<file path="src/design/sff_pkg.sv">
// shared types and constants for the system-use field framer
package sff_pkg;

    // result kinds
    typedef enum logic [1:0] {
        KIND_FIELD = 2'd0,
        KIND_CONT  = 2'd1,
        KIND_END   = 2'd2,
        KIND_ERROR = 2'd3
    } sff_kind_t;

    // one result item
    typedef struct packed {
        sff_kind_t   kind;
        logic [7:0]  sig_first;
        logic [7:0]  sig_second;
        logic [7:0]  field_length;
        logic [11:0] field_start;
        logic [7:0]  ext_index;
        logic [31:0] cont_block;
        logic [14:0] cont_offset;
        logic [31:0] cont_size;
        logic        last_of_run;
    } sff_result_t;

    // signatures and field rules
    localparam logic [15:0] SIG_CE       = 16'h4345;
    localparam logic [15:0] SIG_ES       = 16'h4553;
    localparam logic [15:0] SIG_ST       = 16'h5354;
    localparam logic [7:0]  SUSP_VERSION = 8'd1;
    localparam logic [7:0]  CE_MIN_LEN   = 8'd28;
    localparam logic [7:0]  ES_MIN_LEN   = 8'd5;
    localparam logic [7:0]  HDR_LEN      = 8'd4;

    // block size register
    localparam logic [3:0]  BSL_MIN      = 4'd9;
    localparam logic [3:0]  BSL_RESET    = 4'd11;

    // defaults for top-level parameters
    localparam int AREA_BYTES_DEF = 4096;
    localparam int OQ_DEPTH_DEF   = 4;

endpackage

</file>
<file path="src/design/susp_field_framer.sv">
// top level of the system-use field framer
// One byte of a system-use area is taken per cycle while the result queue has
// room for two results. A byte is held in an input register, where the framing
// logic updates the field state and forms its results, which go into a small
// result queue (QUEUE_DEPTH entries); a result is on the output from the clock
// edge after the byte transfer at the earliest. A byte yields no, one or two
// results: two when it both completes a reported field and is the last byte of
// the area. The queue gives one result per cycle on the output side, so a run
// of bytes that each give two results is limited by the output; every other
// stream runs at one byte per cycle while the output keeps taking results.
// The user must write block size through cfg_wr_en / cfg_wr_data while no
// byte is in flight; the block itself does not enforce this.
module susp_field_framer
    import sff_pkg::*;
#(
    parameter int AREA_BYTES  = AREA_BYTES_DEF,
    parameter int QUEUE_DEPTH = OQ_DEPTH_DEF
)
(
    input  logic        clk,
    input  logic        rst_n,
    input  logic        cfg_wr_en,
    input  logic [3:0]  cfg_wr_data,
    input  logic        byte_valid,
    output logic        byte_ready,
    input  logic [7:0]  byte_value,
    input  logic        first_of_record,
    input  logic        last_byte,
    output logic        result_valid,
    input  logic        result_ready,
    output logic [1:0]  result_kind,
    output logic [7:0]  sig_first,
    output logic [7:0]  sig_second,
    output logic [7:0]  field_length,
    output logic [11:0] field_start,
    output logic [7:0]  ext_index,
    output logic [31:0] cont_block,
    output logic [14:0] cont_offset,
    output logic [31:0] cont_size,
    output logic        last_of_run
);

    localparam int POS_W = $clog2(AREA_BYTES);

    // configuration
    logic [3:0]       bsl_reg;

    // input register
    logic             hold_valid_reg;
    logic [7:0]       hold_byte_reg;
    logic             hold_first_reg;
    logic             hold_last_reg;

    // framing state
    logic [POS_W-1:0] pos_reg,   pos_c,   pos_next;
    logic [POS_W-1:0] fsp_reg,   fsp_c,   fsp_next;
    logic [7:0]       bif_reg,   bif_c,   bif_next;
    logic [7:0]       len_reg,   len_c,   len_next;
    logic [15:0]      sig_reg,   sig_c,   sig_next;
    logic [7:0]       ver_reg,   ver_c,   ver_next;
    logic [7:0]       ext_reg,   ext_c,   ext_next;
    logic             stop_reg,  stop_c,  stop_next;
    logic [31:0]      blk_reg,   blk_c,   blk_next;
    logic [31:0]      off_reg,   off_c,   off_next;
    logic [31:0]      size_reg,  size_c,  size_next;

    // per-byte work
    logic             advance;
    logic             room_for_two;
    logic             is_ce;
    logic             is_es;
    logic             field_push;
    logic             area_err;
    logic [3:0]       lg;
    logic [31:0]      extra_blocks;
    logic [31:0]      off_mask;
    logic [31:0]      off_rest;
    logic [32:0]      blk_sum;
    logic [POS_W+11:0] fsp_wide;
    sff_result_t      field_res;
    sff_result_t      close_res;
    sff_result_t      push_first;
    sff_result_t      push_second;
    logic [1:0]       push_cnt;
    sff_result_t      out_data;

    // input handshake
    assign advance    = hold_valid_reg && room_for_two;
    assign byte_ready = !hold_valid_reg || advance;

    // block size register
    always_ff @(posedge clk or negedge rst_n)
    begin
        if (!rst_n)
        begin
            bsl_reg <= BSL_RESET;
        end
        else if (cfg_wr_en)
        begin
            bsl_reg <= cfg_wr_data;
        end
    end

    // input register
    always_ff @(posedge clk or negedge rst_n)
    begin
        if (!rst_n)
        begin
            hold_valid_reg <= 1'b0;
        end
        else if (byte_ready)
        begin
            hold_valid_reg <= byte_valid;
        end
    end

    always_ff @(posedge clk)
    begin
        if (byte_ready && byte_valid)
        begin
            hold_byte_reg  <= byte_value;
            hold_first_reg <= first_of_record;
            hold_last_reg  <= last_byte;
        end
    end

    // state seen by the byte, cleared on the first byte of a record
    always_comb
    begin
        pos_c  = pos_reg;
        fsp_c  = fsp_reg;
        bif_c  = bif_reg;
        len_c  = len_reg;
        sig_c  = sig_reg;
        ver_c  = ver_reg;
        ext_c  = ext_reg;
        stop_c = stop_reg;
        blk_c  = blk_reg;
        off_c  = off_reg;
        size_c = size_reg;
        if (hold_first_reg)
        begin
            pos_c  = '0;
            fsp_c  = '0;
            bif_c  = '0;
            len_c  = '0;
            sig_c  = '0;
            ver_c  = '0;
            ext_c  = '0;
            stop_c = 1'b0;
            blk_c  = '0;
            off_c  = '0;
            size_c = '0;
        end
    end

    // field framing and area close
    always_comb
    begin
        pos_next   = pos_c;
        fsp_next   = fsp_c;
        bif_next   = bif_c;
        len_next   = len_c;
        sig_next   = sig_c;
        ver_next   = ver_c;
        ext_next   = ext_c;
        stop_next  = stop_c;
        blk_next   = blk_c;
        off_next   = off_c;
        size_next  = size_c;
        is_ce      = 1'b0;
        is_es      = 1'b0;
        field_push = 1'b0;

        if (!stop_c)
        begin
            // header capture
            if (bif_c == 8'd0)
            begin
                fsp_next = pos_c;
                sig_next = {hold_byte_reg, sig_c[7:0]};
            end
            else if (bif_c == 8'd1)
            begin
                sig_next = {sig_c[15:8], hold_byte_reg};
            end
            else if (bif_c == 8'd2)
            begin
                len_next = hold_byte_reg;
            end
            else if (bif_c == 8'd3)
            begin
                ver_next = hold_byte_reg;
            end
            bif_next = bif_c + 8'd1;

            is_ce = (sig_next == SIG_CE) && (ver_next == SUSP_VERSION) &&
                    (len_next >= CE_MIN_LEN);
            is_es = (sig_next == SIG_ES) && (ver_next == SUSP_VERSION) &&
                    (len_next >= ES_MIN_LEN);

            // body bytes and field end
            if ((bif_c == 8'd3) && (len_next < HDR_LEN))
            begin
                stop_next = 1'b1;
            end
            else if (bif_c >= 8'd3)
            begin
                if (is_ce)
                begin
                    if ((bif_c >= 8'd4) && (bif_c <= 8'd7))
                    begin
                        blk_next[{bif_c[1:0], 3'b000} +: 8] = hold_byte_reg;
                    end
                    else if ((bif_c >= 8'd12) && (bif_c <= 8'd15))
                    begin
                        off_next[{bif_c[1:0], 3'b000} +: 8] = hold_byte_reg;
                    end
                    else if ((bif_c >= 8'd20) && (bif_c <= 8'd23))
                    begin
                        size_next[{bif_c[1:0], 3'b000} +: 8] = hold_byte_reg;
                    end
                end
                else if (is_es && (bif_c == 8'd4))
                begin
                    ext_next = hold_byte_reg;
                end
                if (bif_next == len_next)
                begin
                    bif_next = '0;
                    if (is_ce || is_es)
                    begin
                        field_push = 1'b0;
                    end
                    else if ((sig_next == SIG_ST) && (ver_next == SUSP_VERSION))
                    begin
                        stop_next = 1'b1;
                    end
                    else
                    begin
                        field_push = 1'b1;
                    end
                end
            end
        end

        // area position wraps at the area size
        if (pos_c == POS_W'(AREA_BYTES - 1))
        begin
            pos_next = '0;
        end
        else
        begin
            pos_next = pos_c + 1'b1;
        end

        // reported field
        fsp_wide               = {12'b0, fsp_next};
        field_res              = '0;
        field_res.kind         = KIND_FIELD;
        field_res.sig_first    = sig_next[15:8];
        field_res.sig_second   = sig_next[7:0];
        field_res.field_length = len_next;
        field_res.field_start  = fsp_wide[11:0];
        field_res.ext_index    = ext_next;
        field_res.last_of_run  = !hold_last_reg;

        // continuation split: whole blocks and remainder
        lg           = (bsl_reg < BSL_MIN) ? BSL_MIN : bsl_reg;
        extra_blocks = off_next >> lg;
        off_mask     = ~(32'hFFFF_FFFF << lg);
        off_rest     = off_next & off_mask;
        blk_sum      = {1'b0, blk_next} + {1'b0, extra_blocks};

        // closing result
        area_err  = (stop_next && (len_next < HDR_LEN)) ||
                    (!stop_next && (bif_next >= HDR_LEN));
        close_res = '0;
        close_res.last_of_run = 1'b1;
        if (!area_err && (size_next != 32'd0))
        begin
            if (blk_sum[32])
            begin
                area_err = 1'b1;
            end
            else
            begin
                close_res.cont_block  = blk_sum[31:0];
                close_res.cont_offset = off_rest[14:0];
                close_res.cont_size   = size_next;
            end
        end
        if (area_err)
        begin
            close_res.kind = KIND_ERROR;
        end
        else if (close_res.cont_size != 32'd0)
        begin
            close_res.kind = KIND_CONT;
        end
        else
        begin
            close_res.kind = KIND_END;
        end

        // area end clears framing and continuation
        if (hold_last_reg)
        begin
            if (area_err)
            begin
                ext_next = '0;
            end
            pos_next  = '0;
            fsp_next  = '0;
            bif_next  = '0;
            len_next  = '0;
            sig_next  = '0;
            ver_next  = '0;
            stop_next = 1'b0;
            blk_next  = '0;
            off_next  = '0;
            size_next = '0;
        end
    end

    // results into the queue
    always_comb
    begin
        push_first  = field_push ? field_res : close_res;
        push_second = close_res;
        push_cnt    = 2'd0;
        if (advance)
        begin
            push_cnt = 2'(field_push) + 2'(hold_last_reg);
        end
    end

    // framing state registers
    always_ff @(posedge clk or negedge rst_n)
    begin
        if (!rst_n)
        begin
            pos_reg  <= '0;
            fsp_reg  <= '0;
            bif_reg  <= '0;
            len_reg  <= '0;
            sig_reg  <= '0;
            ver_reg  <= '0;
            ext_reg  <= '0;
            stop_reg <= 1'b0;
            blk_reg  <= '0;
            off_reg  <= '0;
            size_reg <= '0;
        end
        else if (advance)
        begin
            pos_reg  <= pos_next;
            fsp_reg  <= fsp_next;
            bif_reg  <= bif_next;
            len_reg  <= len_next;
            sig_reg  <= sig_next;
            ver_reg  <= ver_next;
            ext_reg  <= ext_next;
            stop_reg <= stop_next;
            blk_reg  <= blk_next;
            off_reg  <= off_next;
            size_reg <= size_next;
        end
    end

    sff_out_queue #(
        .DEPTH (QUEUE_DEPTH)
    ) u_out_queue (
        .clk          (clk),
        .rst_n        (rst_n),
        .push_cnt     (push_cnt),
        .push_first   (push_first),
        .push_second  (push_second),
        .room_for_two (room_for_two),
        .out_valid    (result_valid),
        .out_ready    (result_ready),
        .out_data     (out_data)
    );

    // result fields
    assign result_kind  = out_data.kind;
    assign sig_first    = out_data.sig_first;
    assign sig_second   = out_data.sig_second;
    assign field_length = out_data.field_length;
    assign field_start  = out_data.field_start;
    assign ext_index    = out_data.ext_index;
    assign cont_block   = out_data.cont_block;
    assign cont_offset  = out_data.cont_offset;
    assign cont_size    = out_data.cont_size;
    assign last_of_run  = out_data.last_of_run;

`ifndef ASSERT_OFF
    // the last byte of an area leaves the framing state clear
    assert property (@(posedge clk) disable iff (!rst_n)
        (advance && hold_last_reg) |=>
            (pos_reg == '0) && (bif_reg == '0) && !stop_reg && (size_reg == '0))
        else $error("framing state not cleared at area end");

    // closing results always end the run
    assert property (@(posedge clk) disable iff (!rst_n)
        (result_valid && (result_kind != KIND_FIELD)) |-> last_of_run)
        else $error("closing result without last_of_run");

    // a continuation result carries a size
    assert property (@(posedge clk) disable iff (!rst_n)
        (result_valid && (result_kind == KIND_CONT)) |-> (cont_size != 32'd0))
        else $error("continuation result with zero size");
`endif

endmodule

</file>
<file path="src/design/sff_out_queue.sv">
// result queue taking up to two results per cycle and giving one per transfer
module sff_out_queue
    import sff_pkg::*;
#(
    parameter int DEPTH = OQ_DEPTH_DEF
)
(
    input  logic        clk,
    input  logic        rst_n,
    input  logic [1:0]  push_cnt,
    input  sff_result_t push_first,
    input  sff_result_t push_second,
    output logic        room_for_two,
    output logic        out_valid,
    input  logic        out_ready,
    output sff_result_t out_data
);

    localparam int PTR_W = (DEPTH > 1) ? $clog2(DEPTH) : 1;
    localparam int CNT_W = $clog2(DEPTH + 1);

    sff_result_t       mem [DEPTH];
    logic [PTR_W-1:0]  wr_ptr_reg;
    logic [PTR_W-1:0]  wr_ptr_next;
    logic [PTR_W-1:0]  wr_ptr_plus1;
    logic [PTR_W-1:0]  rd_ptr_reg;
    logic [PTR_W-1:0]  rd_ptr_next;
    logic [CNT_W-1:0]  count_reg;
    logic [CNT_W-1:0]  count_next;
    logic              pop;

    function automatic logic [PTR_W-1:0] ptr_inc(input logic [PTR_W-1:0] p);
        logic [PTR_W-1:0] r;
        if (p == PTR_W'(DEPTH - 1))
        begin
            r = '0;
        end
        else
        begin
            r = p + 1'b1;
        end
        return r;
    endfunction

    // handshake and room
    assign pop          = out_valid && out_ready;
    assign out_valid    = (count_reg != '0);
    assign out_data     = mem[rd_ptr_reg];
    assign room_for_two = (count_reg <= CNT_W'(DEPTH - 2));
    assign wr_ptr_plus1 = ptr_inc(wr_ptr_reg);

    // pointer and count update
    always_comb
    begin
        wr_ptr_next = wr_ptr_reg;
        rd_ptr_next = rd_ptr_reg;
        if (push_cnt == 2'd1)
        begin
            wr_ptr_next = wr_ptr_plus1;
        end
        else if (push_cnt == 2'd2)
        begin
            wr_ptr_next = ptr_inc(wr_ptr_plus1);
        end
        if (pop)
        begin
            rd_ptr_next = ptr_inc(rd_ptr_reg);
        end
        count_next = count_reg + CNT_W'(push_cnt) - CNT_W'(pop);
    end

    always_ff @(posedge clk or negedge rst_n)
    begin
        if (!rst_n)
        begin
            wr_ptr_reg <= '0;
            rd_ptr_reg <= '0;
            count_reg  <= '0;
        end
        else
        begin
            wr_ptr_reg <= wr_ptr_next;
            rd_ptr_reg <= rd_ptr_next;
            count_reg  <= count_next;
        end
    end

    // entry storage
    always_ff @(posedge clk)
    begin
        if (push_cnt != 2'd0)
        begin
            mem[wr_ptr_reg] <= push_first;
        end
        if (push_cnt == 2'd2)
        begin
            mem[wr_ptr_plus1] <= push_second;
        end
    end

`ifndef ASSERT_OFF
    // a push never goes beyond the free entries
    assert property (@(posedge clk) disable iff (!rst_n)
        (int'(count_reg) + int'(push_cnt)) <= DEPTH)
        else $error("result queue overflow");
`endif

endmodule

</file>
<file path="config.mk">
export PLATFORM = sky130hd
export DESIGN_NAME = susp_field_framer
export DESIGN_NICKNAME = d
export VERILOG_FILES = /design/src/design/sff_pkg.sv /design/src/design/susp_field_framer.sv /design/src/design/sff_out_queue.sv
export SDC_FILE = /design/constraint.sdc
export NUM_CORES = 1
export LEC_CHECK = 0
export BUFFER_PORTS_ARGS = -buffer_cell sky130_fd_sc_hd__buf_2
export CAP_MARGIN = 20
export CORE_MARGIN = 2
export CORE_UTILIZATION = 60
export DETAILED_ROUTE_END_ITERATION = 8
export PLACE_DENSITY = 0.77
export SLEW_MARGIN = 20
export SYNTH_ARGS = -nofsm -noshare
export SYNTH_HDL_FRONTEND = slang
export SYNTH_SLANG_ARGS = --single-unit
</file>
<file path="constraint.sdc">
create_clock -name clk -period 10.9 [get_ports clk]
set_input_delay 1.09 -clock clk [delete_from_list [all_inputs] [get_ports clk]]
set_output_delay 1.09 -clock clk [all_outputs]
set_load 0.005 [all_outputs]
</file>
# Word level (Yosys, flattened, before mapping)
# Memory sizes are Yosys's and may differ from the RTL's.
# Index checks and enable logic that the tools add are counted.
# Widths: inputs -> output; s select.
dict set report word_totals {
  register_bits 191
  input_bits 19
  memories 1
  output_inout_bits 128
  ram_bits 504
}
# memory depth width rd rd_ports_with_merged_regs write_ports line_no
set memory_table {}
lappend memory_table {u_out_queue.mem 4 126 1 0 2 sff_out_queue.sv:22} ;# sff_result_t mem [DEPTH];
dict set report classes {
  reduce_logical 29
  bitwise_logic 2
  n_shift 4
  eq_ne 15
  n_addsub 10
  mux 101
  order_cmp 14
}
# cell count
set op_table {}
lappend op_table {{$mux 32} 24}
lappend op_table {{$mux 8} 30}
lappend op_table {{$mux 79} 2}
lappend op_table {{$mux 126} 1}
lappend op_table {{$bwmux 32} 3}
lappend op_table {{$mux 12} 7}
lappend op_table {{$mux 16} 5}
lappend op_table {{$reduce_bool 32->1} 2}
lappend op_table {{$eq 16x15->1 const B} 3}
lappend op_table {{$add 32x32->33} 1}
lappend op_table {{$shift 8x7->32 const A} 1}
lappend op_table {{$shiftx 8x7->32} 1}
lappend op_table {{$shl 32x4->15 const A} 1}
lappend op_table {{$shr 32x4->32} 1}
lappend op_table {{$ge 8x3->1 const B} 3}
lappend op_table {{$mux 1} 20}
lappend op_table {{$eq 8x1->1 const B} 2}
lappend op_table {{$eq 8x2->1 const B} 2}
lappend op_table {{$ge 8x5->1 const B} 2}
lappend op_table {{$logic_and 1x1->1} 16}
lappend op_table {{$lt 8x3->1 const B} 2}
lappend op_table {{$mux 2} 8}
lappend op_table {{$and 15x15->15} 1}
lappend op_table {{$not 15->15} 1}
lappend op_table {{25 further kinds} 36}

# Logic depth before layout (Yosys ltp)
dict set report depth {
  ltp_word 26
  mapped_depth 40
}

# By module
# Synthesis repeated with hierarchy kept, for this count alone.
dict set report hier_totals {
  hier_cells 3049
  hier_area_um2 38654.6
}
# module seq_area_each_um2 n_inst cells_per_inst area_each_um2
set modules_own_cells {}
lappend modules_own_cells {sff_out_queue 15309.7 1 1274 24787.5}
lappend modules_own_cells {susp_field_framer 4658.2 1 1775 13867.0}

# Worst setup path before layout
# Ideal clock, no wire load.
dict set report synth_timing {
  path_kind {register to register}
  startpoint {register hold_first_reg}
  endpoint {memory u_out_queue.mem[3][77] in the netlist's numbering (data pin)}
  setup_ns 0.176
  setup_slack_ns 2.204
  synth_period_minus_slack_ns 8.696
  arrival_ns 8.520
  stages_incl_launch_ff 29
  path_cell_list {edfxtp_1 > clkbuf_1 > buf_1 > clkbuf_1 > clkbuf_1 > nor2b_1 > inv_1 > ha_1 > nor3b_2 > a31oi_1 > a22oi_1 > xnor2_1 > or4b_1 > a211o_1 > a211oi_1 > and3_1 > clkbuf_1 > buf_2 > buf_1 > ha_1 > nand2_1 > inv_1 > ha_1 > clkbuf_1 > a21oi_1 > inv_1 > nand2_1 > clkbuf_1 > nor4_1}
}
# element line_no
set synth_lines {}
lappend synth_lines {{from (decl)} susp_field_framer.sv:51} ;# logic hold_first_reg;
lappend synth_lines {{from (signal assigned)} susp_field_framer.sv:122} ;# hold_first_reg <= first_of_record;
lappend synth_lines {{to (decl)} sff_out_queue.sv:22}

==> qor.csv <==
stage,metric,value,unit
cts,Post-CTS Setup Inserts,0,
placed_design,routability congestion estimate,0.975,
critical_path,sum of buffers and inverters on the critical path,3,
critical_path,"Max FO, Critical Path",85,
min_path,hold_sp,u_out_queue.mem[2][93],
final_layout,nets,3207,
logic_synthesis,register area share after synthesis,0.537,
critical_path,worst endpoint required time,11.26,ns
routing,initial drt markers,3255,
final_layout,post-layout instance area,37600,um2
final_layout,"commonest non-fill, non-tap cells in the layout","nand2_1, edfxtp_1, o21ai_0, nor3_1, dfxtp_1",
placed_design,Final HPWL DP,60100,um
critical_path,slowest CP cell,a2111oi_0,
sta,Final Hold Fails,0,
logic_synthesis,Mapped Area,33800,um2
cts,root buffer cell,clkbuf_16,
logic_synthesis,syn_area_per_cell,11.0,um2
logic_synthesis,synthesis-stage register bit count,695,
logic_synthesis,Synth Flop Type,edfxtp_1,
die,boundary pin count,147,
routing,via count,26400,
sta,normalized max-slew margin,0.275,
routing,# DRC,0,
critical_path,"Largest stage delay, worst path",0.90,ns
placed_design,Placement Cell Area,35100,um2
sta,clock skew after layout,0.0259,ns
die,FP Rows,87,
routing,Routed WL,95000,um
sta,Setup Viol. Count Final,0,
grt,largest net degree at the start of global routing,93,
cts,cts bufs inserted,72,
routing,WL/cell,24.1,um
logic_synthesis,Syn. warnings,0,
die,Core ar.,56100,um2
final_layout,number of flip-flops in the largest register,504,
die,Initial Util,0.603,
cts,post_cts resized,0,
sta,Final Hold Slack,0.451,ns
die,DIE WIDTH,241,um
placed_design,Buffers on Ports,146,
pwr,Peak VDD IR,184,uV
critical_path,"delay-heaviest family, CP",simple AND/OR/NAND/NOR gates,
logic_synthesis,asr flop ratio synth,0.260,
status,status,finished clean,
final_layout,diode count,0,
critical_path,CP arrival,10.64,ns
cts,total clock sinks,695,
cts,hold buffers post-CTS,0,
cts,clock slew at reported path FFs,0.06,ns
final_layout,"most common cell after layout, fill and taps aside",nand2_1,
min_path,Hold WC Path Type,flop to flop,
routing,total iterations of the first detailed-routing run,6,
sta,fin. max-slew vios,0,
cts,CTS tree,built,
cts,depth of the CTS H-tree,3,
grt,gr usage total,0.327,
job,Maximum Capacitance Violations,0,
final_layout,area grow syn2layout,11.1,%
placed_design,placed instance count,3814,
grt,grt ovf,0,
sta,fin crit share,0.942,
logic_synthesis,Post-Synthesis Cells,3088,
routing,DRT antenna net count,0,
logic_synthesis,"EDFF count, synth",334,
grt,first-pass GRT wire length,147000,um
sta,f_max,97.3,MHz
final_layout,Post-Layout Cell Count,3947,
critical_path,CP Capture Type,flop,
cts,maximum clock path buffer count,3,
cts,Clock Latency Late Sink,0.63,ns
sta,Setup TNS,0,ns
sta,RSZ-0062 raised after global routing,no,
die,die height,241,um
sta,worst slew pin tran,1.08,ns
pwr,power density cells,205,nW/um2
grt,antenna violations before repair,1,
final_layout,layout cells sized above 1,0.164,
critical_path,Startpoint Class,flop,
logic_synthesis,Unique masters post-synth,89,
routing,via/cell ratio,6.70,
critical_path,Worst R2R Start,hold_first_reg,
pwr,Lkg Pwr,0.0137,uW
final_layout,Top reg by flops,u_out_queue.mem,
critical_path,crit path from,hold_first_reg,
die,DIE AREA,58300,um2
grt,vias in the first global route,25500,
sta,crit path time final,10.27,ns
critical_path,Critical Setup Path Class,flop to flop,
==> cell type report <==
type,instances,area (um2)
Tap cell,756,946
Multi-Input combinational cell,2118,14600
Timing Repair Buffer,199,1180
Clock buffer,101,2040
Clock inverter,32,438
Fill cell,4099,18500
Inverter,46,178
Sequential cell,695,18200
==> final timing paths <==
check | slack (ns) | endpoint | cells past startpoint
max | 0.63 | u_out_queue.mem[2][67] | 29
max reg2reg | 0.63 | u_out_queue.mem[2][67] | 29
min reg2reg | 0.45 | u_out_queue.mem[2][93] | 2
max in group asynchronous | 8.93 | u_out_queue.rd_ptr_reg[1] | 2
min | 0.45 | u_out_queue.mem[2][93] | 2
min in group asynchronous | 0.48 | bsl_reg[2] | 1
==> worst min-delay path: cells and delay by family (launching register included) <==
kind | cells | cell delay (ns)
DFF | 1 | 0.32
AOI/OAI and AO/OA | 1 | 0.05
and+or+nand+nor | 1 | 0.04
==> through the flow <==
stage,power [uW],util,setup slack (ns)
2_1_floorplan,4370,-,2.20
3_3_place_gp,5080,0.626,1.30
3_5_place_dp,5120,0.626,0.947
4_1_cts,7690,0.670,0.903
5_1_grt,7950,0.670,0.0120
6_report,7690,0.670,0.627
==> kinds of logic after synthesis <==
logic type	synth area share
xor gates and xnor gates	0.0106
DFF	0.537
muxes	0.111
adders and majority gates	0.0212
and+or+nand+nor	0.158
other	0.000111
buffers and inverters	0.0352
AOI/OAI and AO/OA	0.127
==> routing by layer <==
metal / vias up / routed length (um) / track usage
li1: 11600 / - / -
met1: 13100 / 37600 / 0.450
met2: 1475 / 45700 / 0.526
met3: 224 / 8540 / 0.0573
met4: 0 / 3140 / 0.116
met5: - / 0 / 0
==> Yosys cell counts, types with 57 or more instances <==
| library cell | n | area, um2 |
|---|---|---|
| nor3_1 | 321 | 1610 |
| o21ai_0 | 327 | 1640 |
| nand3_1 | 66 | 330 |
| clkbuf_1 | 159 | 597 |
| nor2_1 | 96 | 360 |
| mux2i_1 | 57 | 571 |
| a22o_1 | 103 | 902 |
| nand2_1 | 423 | 1590 |
| mux4_2 | 126 | 2840 |
| edfxtp_1 | 334 | 10000 |
| a21oi_1 | 95 | 475 |
| dfxtp_1 | 180 | 3600 |
| dfrtp_1 | 178 | 4450 |
==> power by group <==
part | switching (uW) | internal [uW] | total [uW] | leakage (uW)
clock network | 1060 | 1530 | 2590 | 0.00120
registers | 181 | 2930 | 3110 | 0.00702
logic | 1250 | 734 | 1990 | 0.00546
Note: power is estimated with default switching activity, not from simulation.
